--- src/rtl/core/glu_pkg.sv ---
package glu_pkg;

  typedef enum logic [2:0] {
    ST_IDLE,
    ST_GCD,
    ST_SCALE,
    ST_DIV,
    ST_MUL,
    ST_DONE
  } glu_state_e;

endpackage

--- src/rtl/core/gcd_lcm_unit.sv ---
// Sequence: binary GCD steps until both operands match, a scale step, VALUE_BITS divide steps,
// VALUE_BITS multiply steps and a load step that waits while the output is stalled; a zero
// operand goes straight to the load step. Only one beat is in flight: a new input beat is
// taken only once the sequencer is back in idle.
// A single shared add/subtract unit serves the GCD, divide and multiply steps.
// Reset (rst_ni low, asynchronous) returns the sequencer to idle and drops the result.
module gcd_lcm_unit #(
  parameter int unsigned VALUE_BITS = 31,
  localparam int unsigned InW  = ((2 * VALUE_BITS + 7) / 8) * 8,
  localparam int unsigned OutW = ((3 * VALUE_BITS + 7) / 8) * 8
) (
  input  logic            clk_i,
  input  logic            rst_ni,
  input  logic            s_axis_tvalid,
  output logic            s_axis_tready,
  input  logic [InW-1:0]  s_axis_tdata,  // first_value, second_value
  output logic            m_axis_tvalid,
  input  logic            m_axis_tready,
  output logic [OutW-1:0] m_axis_tdata   // common_divisor, common_multiple
);
  import glu_pkg::*;

  localparam int unsigned W    = VALUE_BITS;
  localparam int unsigned CntW = $clog2(VALUE_BITS);
  localparam int unsigned AddW = VALUE_BITS + 2;

  glu_state_e state_q, state_d;

  logic [W-1:0]    a_q, a_d, b_q, b_d, g_q, g_d, y_q, y_d;
  logic [W-1:0]    d_q, d_d, rem_q, rem_d;
  logic [2*W-1:0]  prod_q, prod_d;
  logic [CntW-1:0] k_q, k_d, cnt_q, cnt_d;
  logic            out_valid_q, out_valid_d;
  logic [W-1:0]    out_div_q, out_div_d;
  logic [2*W-1:0]  out_mul_q, out_mul_d;

  logic [AddW-1:0] add_a, add_b, add_res;
  logic            add_sub;
  logic            in_beat, out_free, a_lt_b, borrow;
  logic [W-1:0]    in_x, in_y;

  assign in_x     = s_axis_tdata[W-1:0];
  assign in_y     = s_axis_tdata[2*W-1:W];
  assign in_beat  = s_axis_tvalid && s_axis_tready;
  assign out_free = !out_valid_q || m_axis_tready;
  assign a_lt_b   = a_q < b_q;

  assign s_axis_tready = (state_q == ST_IDLE);
  assign m_axis_tvalid = out_valid_q;
  assign m_axis_tdata  = OutW'({out_mul_q, out_div_q});

  always_comb begin
    add_a   = '0;
    add_b   = '0;
    add_sub = 1'b1;
    case (state_q)
      ST_GCD: begin
        add_a = AddW'(a_lt_b ? b_q : a_q);
        add_b = AddW'(a_lt_b ? a_q : b_q);
      end
      ST_DIV: begin
        add_a = AddW'({rem_q, d_q[W-1]});
        add_b = AddW'(g_q);
      end
      ST_MUL: begin
        add_a   = AddW'(prod_q[2*W-1:W]);
        add_b   = AddW'(y_q);
        add_sub = 1'b0;
      end
      default: ;
    endcase
    add_res = add_a + (add_sub ? ~add_b : add_b) + AddW'(add_sub);
  end

  assign borrow = add_res[AddW-1];

  always_comb begin
    state_d = state_q;
    case (state_q)
      ST_IDLE: begin
        if (in_beat) begin
          state_d = (in_x == '0 || in_y == '0) ? ST_DONE : ST_GCD;
        end
      end
      ST_GCD: begin
        if (a_q == b_q) state_d = ST_SCALE;
      end
      ST_SCALE: state_d = ST_DIV;
      ST_DIV: begin
        if (cnt_q == '0) state_d = ST_MUL;
      end
      ST_MUL: begin
        if (cnt_q == '0) state_d = ST_DONE;
      end
      ST_DONE: begin
        if (out_free) state_d = ST_IDLE;
      end
      default: state_d = ST_IDLE;
    endcase
  end

  always_comb begin
    a_d         = a_q;
    b_d         = b_q;
    g_d         = g_q;
    y_d         = y_q;
    d_d         = d_q;
    rem_d       = rem_q;
    prod_d      = prod_q;
    k_d         = k_q;
    cnt_d       = cnt_q;
    out_div_d   = out_div_q;
    out_mul_d   = out_mul_q;
    out_valid_d = out_valid_q && !m_axis_tready;
    case (state_q)
      ST_IDLE: begin
        a_d    = in_x;
        b_d    = in_y;
        y_d    = in_y;
        d_d    = in_x;
        k_d    = '0;
        g_d    = in_x | in_y;
        prod_d = '0;
      end
      ST_GCD: begin
        if (a_q != b_q) begin
          if (!a_q[0] && !b_q[0]) begin
            a_d = a_q >> 1;
            b_d = b_q >> 1;
            k_d = k_q + 1'b1;
          end else if (!a_q[0]) begin
            a_d = a_q >> 1;
          end else if (!b_q[0]) begin
            b_d = b_q >> 1;
          end else if (a_lt_b) begin
            b_d = add_res[W:1];
          end else begin
            a_d = add_res[W:1];
          end
        end
      end
      ST_SCALE: begin
        g_d   = a_q << k_q;
        rem_d = '0;
        cnt_d = CntW'(VALUE_BITS - 1);
      end
      ST_DIV: begin
        rem_d = borrow ? {rem_q[W-2:0], d_q[W-1]} : add_res[W-1:0];
        d_d   = {d_q[W-2:0], !borrow};
        cnt_d = cnt_q - 1'b1;
        if (cnt_q == '0) begin
          prod_d = {{W{1'b0}}, d_q[W-2:0], !borrow};
          cnt_d  = CntW'(VALUE_BITS - 1);
        end
      end
      ST_MUL: begin
        prod_d = prod_q[0] ? {add_res[W:0], prod_q[W-1:1]} : (prod_q >> 1);
        cnt_d  = cnt_q - 1'b1;
      end
      ST_DONE: begin
        if (out_free) begin
          out_valid_d = 1'b1;
          out_div_d   = g_q;
          out_mul_d   = prod_q;
        end
      end
      default: ;
    endcase
  end

  always_ff @(posedge clk_i or negedge rst_ni) begin
    if (!rst_ni) begin
      state_q     <= ST_IDLE;
      out_valid_q <= 1'b0;
    end else begin
      state_q     <= state_d;
      out_valid_q <= out_valid_d;
    end
  end

  always_ff @(posedge clk_i) begin
    a_q       <= a_d;
    b_q       <= b_d;
    g_q       <= g_d;
    y_q       <= y_d;
    d_q       <= d_d;
    rem_q     <= rem_d;
    prod_q    <= prod_d;
    k_q       <= k_d;
    cnt_q     <= cnt_d;
    out_div_q <= out_div_d;
    out_mul_q <= out_mul_d;
  end

  a_busy_after_beat: assert property (@(posedge clk_i) disable iff (!rst_ni)
    in_beat |=> !s_axis_tready)
    else $error("input taken while a beat is in flight");

  a_gcd_nonzero: assert property (@(posedge clk_i) disable iff (!rst_ni)
    state_q == ST_GCD |-> (a_q != '0 && b_q != '0))
    else $error("gcd operand reached zero");

  a_rem_below_div: assert property (@(posedge clk_i) disable iff (!rst_ni)
    state_q == ST_DIV |-> rem_q < g_q)
    else $error("divide remainder not below divisor");

  a_done_loads: assert property (@(posedge clk_i) disable iff (!rst_ni)
    (state_q == ST_DONE && out_free) |=> m_axis_tvalid)
    else $error("finished result not presented");

endmodule

--- config.mk ---
export PLATFORM = sky130hd
export DESIGN_NAME = gcd_lcm_unit
export DESIGN_NICKNAME = d
export VERILOG_FILES = /design/src/rtl/core/glu_pkg.sv /design/src/rtl/core/gcd_lcm_unit.sv
export SDC_FILE = /design/constraint.sdc
export NUM_CORES = 1
export LEC_CHECK = 0
export BUFFER_PORTS_ARGS = -buffer_cell sky130_fd_sc_hd__buf_2
export CORE_MARGIN = 4
export CORE_UTILIZATION = 45
export DETAILED_ROUTE_END_ITERATION = 12
export SLEW_MARGIN = 20
export SYNTH_ARGS = -nofsm -noshare
export SYNTH_HDL_FRONTEND = slang
export SYNTH_SLANG_ARGS = --single-unit
--- constraint.sdc ---
create_clock -name clk_i -period 11.6 [get_ports clk_i]
set_input_delay 3.48 -clock clk_i [delete_from_list [all_inputs] [get_ports clk_i]]
set_output_delay 3.48 -clock clk_i [all_outputs]
set_load 0.01 [all_outputs]
Yosys cells after proc, flatten, opt, wreduce, memory -nomap -nowiden. Index checks and enable logic that the tools add are counted.

Register bits: 355. Output and inout port bits: 98. Logic and storage cells: 108.

Add/subtract/negate cells: 4. $lt $le $gt $ge: 1. Equality and inequality tests: 18. Shift operators: 1. Muxes and demuxes: 39. Bitwise gates (word level): 2. Reductions and logical operators: 28.

Operators by type and width (count): two-way mux 31 bit (13); one-hot mux 31 bit (2 select lines) (5); one-hot mux 62 bit (3 select lines) (1); two-way mux 62 bit (2); one-hot mux 32 bit (3 select lines) (1); one-hot mux 31 bit (3 select lines) (1); zero test 31 bit (2); adder 33 x 1 -> 33 bit (1); adder 33 bit (1); two-way mux 33 bit (1); NOT 33 bit (1); equality test 31 bit (1); less-than comparator 31 bit (1); inequality test 31 bit (1); OR 31 bit (1); << shifter 31 x 5 -> 31 bit (1); two-way mux 3 bit (6); one-hot mux 3 bit (6 select lines) (1); two-way mux 5 bit (3); one-hot mux 5 bit (3 select lines) (1); inequality test 2 bit (second input constant) (6); inequality test 4 bit (second input constant) (3); one-hot mux 5 bit (2 select lines) (1); AND reduction 4 bit (2); other kinds (18) (36).

Logic depth before layout (Yosys ltp). Gate-level depths: netlist (run 1).

Word-level depth: 13. Mapped depth: 26. Depth with buffers taken out: 24.

Worst setup path before layout (run 1). No wires, ideal clock.

Path type: in2reg. From: in m_axis_tready. To: reg out_div_q[0], enable pin. Arrival time: 7.729 ns. Path slack: 3.315 ns. Stages on the path: 2. Cells stage by stage: nand2b_1 nor2b_1.

Cells in the longest elaborated chain, start to end: 2.

RTL lines: start: declaration (RTL line gcd_lcm_unit.sv:18) `input logic m_axis_tready,`; logical OR 1 bit (RTL line gcd_lcm_unit.sv:45) `assign out_free = !out_valid_q || m_axis_tready;`; AND reduction 2 bit (no source line); end signal: assignment (RTL line gcd_lcm_unit.sv:191) `out_div_q <= out_div_d;`; end: declaration (RTL line gcd_lcm_unit.sv:34) `logic [W-1:0] out_div_q, out_div_d;`.

No other way between the ends. A chain may end at the register's enable or synchronous reset.

Worst setup path in the final report (run 1).
From: reg a_q[25]. To: reg b_q[28], data pin.

Cells in the longest elaborated chain, start to end: 13.

RTL lines: start: declaration (RTL line gcd_lcm_unit.sv:29) `logic [W-1:0] a_q, a_d, b_q, b_d, g_q, g_d, y_q, y_d;`; start signal: assignment (RTL line gcd_lcm_unit.sv:182) `a_q <= a_d;`; less-than comparator 31 bit (RTL line gcd_lcm_unit.sv:46) `assign a_lt_b = a_q < b_q;`; two-way mux 31 bit (RTL line gcd_lcm_unit.sv:59) `add_b = AddW'(a_lt_b ? a_q : b_q);`; one-hot mux 31 bit (3 select lines) (RTL line gcd_lcm_unit.sv:56) `case (state_q)`; NOT 33 bit (RTL line gcd_lcm_unit.sv:72) `add_res = add_a + (add_sub ? ~add_b : add_b) + AddW'(add_sub);`; two-way mux 33 bit (RTL line gcd_lcm_unit.sv:72); adder 33 bit * (RTL line gcd_lcm_unit.sv:72); adder 33 x 1 -> 33 bit * (RTL line gcd_lcm_unit.sv:72); two-way mux 31 bit * (RTL line gcd_lcm_unit.sv:135) `end else if (a_lt_b) begin`; two-way mux 31 bit * (RTL line gcd_lcm_unit.sv:133) `end else if (!b_q[0]) begin`; two-way mux 31 bit * (RTL line gcd_lcm_unit.sv:131) `end else if (!a_q[0]) begin`; two-way mux 31 bit * (RTL line gcd_lcm_unit.sv:127) `if (!a_q[0] && !b_q[0]) begin`; two-way mux 31 bit * (RTL line gcd_lcm_unit.sv:126) `if (a_q != b_q) begin`; one-hot mux 31 bit (2 select lines) * (RTL line gcd_lcm_unit.sv:115) `case (state_q)`; named net b_d[28] (RTL line gcd_lcm_unit.sv:29); end signal: assignment (RTL line gcd_lcm_unit.sv:183) `b_q <= b_d;`; end: declaration (RTL line gcd_lcm_unit.sv:29).

Mark *: on every way through the listed nets, which the timed path passes. The rest lies on a longest branch. The select of a mux whose other input is x is not followed.

==> impl_metrics.json, run 1 <==
{
  "r2r_end": "b_q[28]",
  "synthMuxAreaShare_pct": 5.03,
  "grt_pass1_vias": 15300,
  "min_period_over_period_pct": 64.4,
  "min_to": "out_mul_q[3]",
  "hold_viol": 0,
  "first_pass_iters": 6,
  "clockBufferDepth": 3,
  "synth-edff-count": 351,
  "gp_congestion": 0.964,
  "antenna_found_initial": 1,
  "nNetsFinal": 2173,
  "cts_tree": "yes",
  "end_kind": "register",
  "synth_top_area_share_pct": 53.0,
  "synth-simple-area-share_pct": 14.8,
  "numPortBuffers": 160,
  "critPathLaunchType": "register",
  "r2r_slack_ns": 4.13,
  "hold-path-cell-count": 0,
  "grt_max_degree": 90,
  "max-cap-violations": 0,
  "relSlewSlack_pct": 32.5,
  "root_buffer": "clkbuf_16",
  "fin_crit_ns": 7.47,
  "synth_area_um2": 19900,
  "path_max_fanout": 44,
  "synthAdderAreaFrac_pct": 4.32,
  "critPathKind": "register to register",
  "grt.overflow.total": 0,
  "yosys-top-cells-area": "edfxtp_1, nand2_1, nor2_1",
  "final_layout_size_suffix_gt1_share_pct": 15.1,
  "initial_core_util_pct": 45.9,
  "dieHeight_um": 218,
  "syn_inst": 1925,
  "reg2reg_from": "a_q[25]",
  "diodes": 0,
  "ys_ff_latch": 355,
  "core_um2": 43400,
  "ys_types": 78,
  "hold-worst-slack_ns": 0.443,
  "cts_setup_buffers": 0,
  "hold_path.class": "register to register",
  "ys_seq_area_share_pct": 53.5,
  "timing.reg2reg.worst_path_depth": 19,
  "wl_um": 68000,
  "rsz0062_at_grt": "false",
  "synth-compound-area-share_pct": 17.7,
  "n_fill_cell": 3930,
  "clkTransAtPathRegs_ns": 0.06,
  "synth_flop_cell": "edfxtp_1",
  "cts_htree_levels": 2,
  "synth-xor-area-share_pct": 1.10,
  "worst_pin_slew_ns": 1.01,
  "pin_count": 166,
  "grt_usage_pct": 27.9,
  "fmax_ghz": 0.134,
  "yosys_warnings": 0,
  "cts_resized": 0,
  "synth.most_common_cell": "edfxtp_1",
  "detailed_place_hpwl_um": 48600,
  "crit_arrival_ns": 7.77,
  "synth_area_per_cell_um2": 10.3,
  "setup_viol": 0,
  "ant_nets": 0,
  "first_iter_violations": 2372,
  "hp-start": "prod_q[3]",
  "clock_latency_ns": 0.59,
  "hold_buffers": 0,
  "wl_per_cell_um": 25.6,
  "synthTopCellsByCount": "edfxtp_1, nand2_1, nor2_1",
  "drcViolationCount": 0,
  "drv_slew": 0,
  "synth_top_area_cell": "edfxtp_1",
  "die_area_um2": 47600,
  "avgViaCountPerCell": 6.24,
  "worstPathRequired_ns": 11.91,
  "status": "finished clean",
  "async_reset_ff_share_pct": 1.13,
  "clock_skew_ns": 0.0299,
  "grt_first_pass_wirelength_um": 99900,
  "syn_to_final_growth_pct": 13.8,
  "via_count": 16600,
  "cts_made_buffers": 41,
  "std_cell_rows": 76,
  "fp.dieW_um": 218,
  "cts.sinks": 355,
  "finalSetupTns_ns": 0,
  "synth_top_family_by_area": "compound AO/OA/AOI/OAI gates"
}
-- worst max-delay path: stages, from the launching register on --
cell and delay, ns:
edfxtp_1 0.56, ha_1 0.36, and2_0 0.15, a221o_1 0.31, a221oi_1 0.38, o21ai_1 0.32, nor2_4 0.53, buf_4 0.53
o21ai_0 0.31, a221oi_1 0.87, ha_1 0.35, a21o_1 0.17, a21o_1 0.11, a21oi_1 0.06, o21ai_0 0.63, o2111a_1 0.35
a2bb2oi_1 0.31, o31ai_1 0.17, a211oi_2 0.49, o21ai_0 0.22
-- sequential cells by signal (all words and copies together), names as in the netlist --
| signal | cells |
|---|---|
| out_div_q | 31 |
| k_q | 5 |
| g_q | 31 |
| cnt_q | 5 |
| y_q | 31 |
| d_q | 31 |
| b_q | 31 |
| rem_q | 31 |
| out_mul_q | 62 |
| state_q | 3 |
| m_axis_tvalid | 1 |
| prod_q | 62 |
| a_q | 31 |
-- cell type report --
cell class	instances	area (um2)	area share, %
inverter	63	236	1.04
multi-input combinational	1387	8610	38.0
clock buffer	53	1110	4.91
sequential	355	10600	47.0
tap	585	732	3.23
timing repair buffer	189	1030	4.56
clock inverter	22	275	1.22
-- how the worst max path moves through the flow --
stage	start	end	slack (ns)	cells after the start
after floorplan	m_axis_tready	out_div_q[0]	3.31	2
after global placement	a_q[25]	rem_q[3]	4.42	20
after detailed placement	a_q[25]	rem_q[29]	4.35	20
after CTS	a_q[25]	rem_q[21]	4.31	20
after global routing	a_q[25]	rem_q[21]	3.85	20
final	a_q[25]	b_q[28]	4.13	19
-- through the flow --
stage	util (%)	cells	worst slack, ns	cell area, um2
floorplan	-	1927	3.31	19900
global placement	48.9	2578	4.42	21200
detailed placement	48.9	2578	4.35	21200
CTS	52.1	2653	4.31	22600
global route	52.2	2654	3.85	22600
finish	52.2	2654	4.13	22600
-- cell families (layout without fill, tap and decap cells) --
group | Yosys count | in the layout
buf+inv | 185 | 327
fa+ha+maj | 68 | 68
flops | 355 | 355
simple gates | 676 | 676
xor+xnor | 25 | 25
mux | 77 | 77
other cells | 1 | 3
compound gates | 538 | 538
-- placed cells by master, fill, tap and decap left out, drive strengths merged, types with 5 or more instances in the layout --
cell and count:
a211oi 19, a21o 21, a21oi 122, a221oi 70, a22o 18, a22oi 33
a31oi 8, a32oi 10, and2 10, and3 8, buf 189, clkbuf 53
clkinv 13, edfxtp 351, ha 67, inv 66, mux2 10, mux2i 50
mux4 17, nand2 268, nand2b 16, nand3 37, nand3b 9, nand4 12
nor2 233, nor2b 11, nor3 32, nor3b 6, nor4 15, o211ai 7
o21a 6, o21ai 177, o221ai 8, o22a 5, or3 8, xnor2 17
xor2 8
-- routing by layer --
metal / GRT usage (%) / share of wire, % / up-vias / wire length [um]
met5: 0 / 0.019 / - / 13
met1: 42.5 / 45 / 8115 / 30400
met4: 9.67 / 3.8 / 2 / 2550
met2: 39.2 / 42 / 890 / 28200
li1: - / - / 7430 / -
met3: 6.24 / 10 / 137 / 6780
Power of run 1 is not shown: default switching activity piles up to over one toggle a cycle in this logic, so the estimate is an artifact.
==> run 2, diff against run 1 <==
--- a/config.mk
+++ b/config.mk
@@ -9,6 +9,7 @@
 export CORE_MARGIN = 4
 export CORE_UTILIZATION = 45
 export DETAILED_ROUTE_END_ITERATION = 12
+export PLACE_DENSITY = 0.65
 export SLEW_MARGIN = 20
 export SYNTH_ARGS = -nofsm -noshare
 export SYNTH_HDL_FRONTEND = slang
==> constraint.sdc (replaced) <==
create_clock -name clk_i -period 6 [get_ports clk_i]
set_input_delay 1.8 -clock clk_i [delete_from_list [all_inputs] [get_ports clk_i]]
set_output_delay 1.8 -clock clk_i [all_outputs]
set_load 0.01 [all_outputs]
==> run 2 against run 1 <==
Compared with the run above:
- final area is 5.6% higher
- hold slack improved by 0.014 ns
- critical path depth grew 7
- non-clock buffer count is 153 higher
- clock skew about the same
- highest routed layer unchanged
- critical endpoint is now b_q[24]
==> impl_metrics.json, run 2 (synthesis results as in run 1) <==
{
  "status": "finished clean",
  "setup_viol": 0,
  "relSlewSlack_pct": 24.9,
  "fmax_ghz": 0.173,
  "hold_buffers": 0,
  "crit_arrival_ns": 6.09,
  "finalSetupTns_ns": 0,
  "post-route-util_pct": 55.1,
  "std_cell_rows": 76,
  "worstPathRequired_ns": 6.31,
  "fin_crit_ns": 5.78,
  "ant_nets": 0,
  "r2r_end": "b_q[24]",
  "cts_tree": "yes",
  "die_area_um2": 47600,
  "clock_latency_ns": 0.59,
  "worstSetupEndpoint": "b_q[24]",
  "dp.cells": 2728,
  "r2r_slack_ns": 0.22,
  "end_kind": "register",
  "reg2reg_from": "a_q[24]",
  "final_cell_mix": "edfxtp_1, nand2_1, nor2_1, buf_4, o21ai_0",
  "hold_path.class": "register to register",
  "hold_viol": 0,
  "cp-startpoint": "a_q[24]",
  "cts_made_buffers": 40,
  "nNetsFinal": 2325,
  "drcViolationCount": 0,
  "hp-start": "prod_q[13]",
  "numPortBuffers": 160,
  "cts.sinks": 355,
  "wl_um": 68500,
  "worst_pin_slew_ns": 1.13,
  "reg.largest.list": "out_mul_q x62, prod_q x62",
  "antenna_found_initial": 2,
  "timing.reg2reg.worst_path_depth": 26,
  "drv_slew": 0,
  "core_um2": 43400,
  "first_pass_iters": 5,
  "gp_congestion": 0.946,
  "path_max_fanout": 14,
  "via_count": 17100,
  "avgViaCountPerCell": 6.09,
  "critPathKind": "register to register",
  "critPathLaunchType": "register",
  "max-cap-violations": 0,
  "grt_first_pass_wirelength_um": 100000,
  "finalNonFillerCells": 2808,
  "grt_max_degree": 69,
  "first_iter_violations": 1953,
  "fp.dieW_um": 218,
  "syn_to_final_growth_pct": 20.2,
  "pin_count": 166,
  "grt.overflow.total": 0,
  "dieHeight_um": 218,
  "grt_pass1_vias": 16000,
  "clockBufferDepth": 3,
  "final_common_cell": "edfxtp_1",
  "min_period_over_period_pct": 96.3,
  "wl_per_cell_um": 24.4,
  "root_buffer": "clkbuf_16",
  "rsz0062_at_grt": "true",
  "initial_core_util_pct": 45.9,
  "cts_htree_levels": 2,
  "grt_usage_pct": 28.1,
  "detailed_place_hpwl_um": 50400,
  "clkTransAtPathRegs_ns": 0.07,
  "final_layout_size_suffix_gt1_share_pct": 21.7,
  "clock_skew_ns": 0.0297
}
run 2: layout make-up:
| cell class | instances | area, um2 |
|---|---|---|
| Antenna cell | 2 | 5.00 |
| Clock buffer | 48 | 1070 |
| Clock inverter | 26 | 272 |
| Fill cell | 3891 | 19500 |
| Inverter | 63 | 236 |
| Multi-Input combinational cell | 1387 | 8700 |
| Sequential cell | 355 | 10600 |
| Tap cell | 585 | 732 |
| Timing Repair Buffer | 342 | 2250 |
run 2: timing repair:
action,in CTS,in global routing
resized for setup,0,27
buffers inserted,0,3
endpoints found under the setup margin,0,62
hold endpoints to repair,0,0
run 2: worst min-delay path by stage:
stage | end | depth (start not counted)
5_1_grt | out_mul_q[20] | 0
3_5_place_dp | out_mul_q[13] | 0
4_1_cts | out_mul_q[6] | 0
2_1_floorplan | out_div_q[0] | 0
3_3_place_gp | out_mul_q[13] | 0
6_report | out_mul_q[13] | 0
run 2: per-layer routing:
layer / part of all wire [%] / track usage [%] / vias to the layer above
met5: 0.019 / 0 / -
met4: 4.0 / 10.3 / 2
met3: 11 / 6.91 / 133
met2: 43 / 40.8 / 971
met1: 42 / 41.0 / 8250
li1: - / - / 7744
run 2: critical path, cell delays in order, from the launching register on:
cell and delay, ns:
edfxtp_1 0.40, ha_1 0.33, a21o_1 0.18, a221o_1 0.32, a221oi_1 0.28, buf_4 0.16
o21ai_1 0.08, buf_4 0.17, or2_2 0.32, buf_4 0.21, buf_4 0.17, nor2_1 0.09
a21oi_1 0.05, o21ai_0 0.16, ha_1 0.29, a21o_1 0.16, a21o_1 0.18, a21oi_1 0.18
o31a_1 0.19, nand2b_4 0.14, o21ai_0 0.09, a21o_1 0.22, buf_4 0.15, a211oi_2 0.28
o21bai_1 0.19, a32oi_1 0.40, o21ai_1 0.11
run 2: per-stage QoR:
stage / worst slack (ns) / area (um2) / hold slack, ns
6_report: 0.220 / 23900 / 0.457
4_1_cts: 0.0493 / 23700 / 0.454
3_3_place_gp: 0.0902 / 22400 / 0.439
3_5_place_dp: 0.0698 / 22400 / 0.434
5_1_grt: -0.0185 / 23900 / 0.468
2_1_floorplan: 0.324 / 19900 / 0.426
Power of run 2 is left out for the same reason.
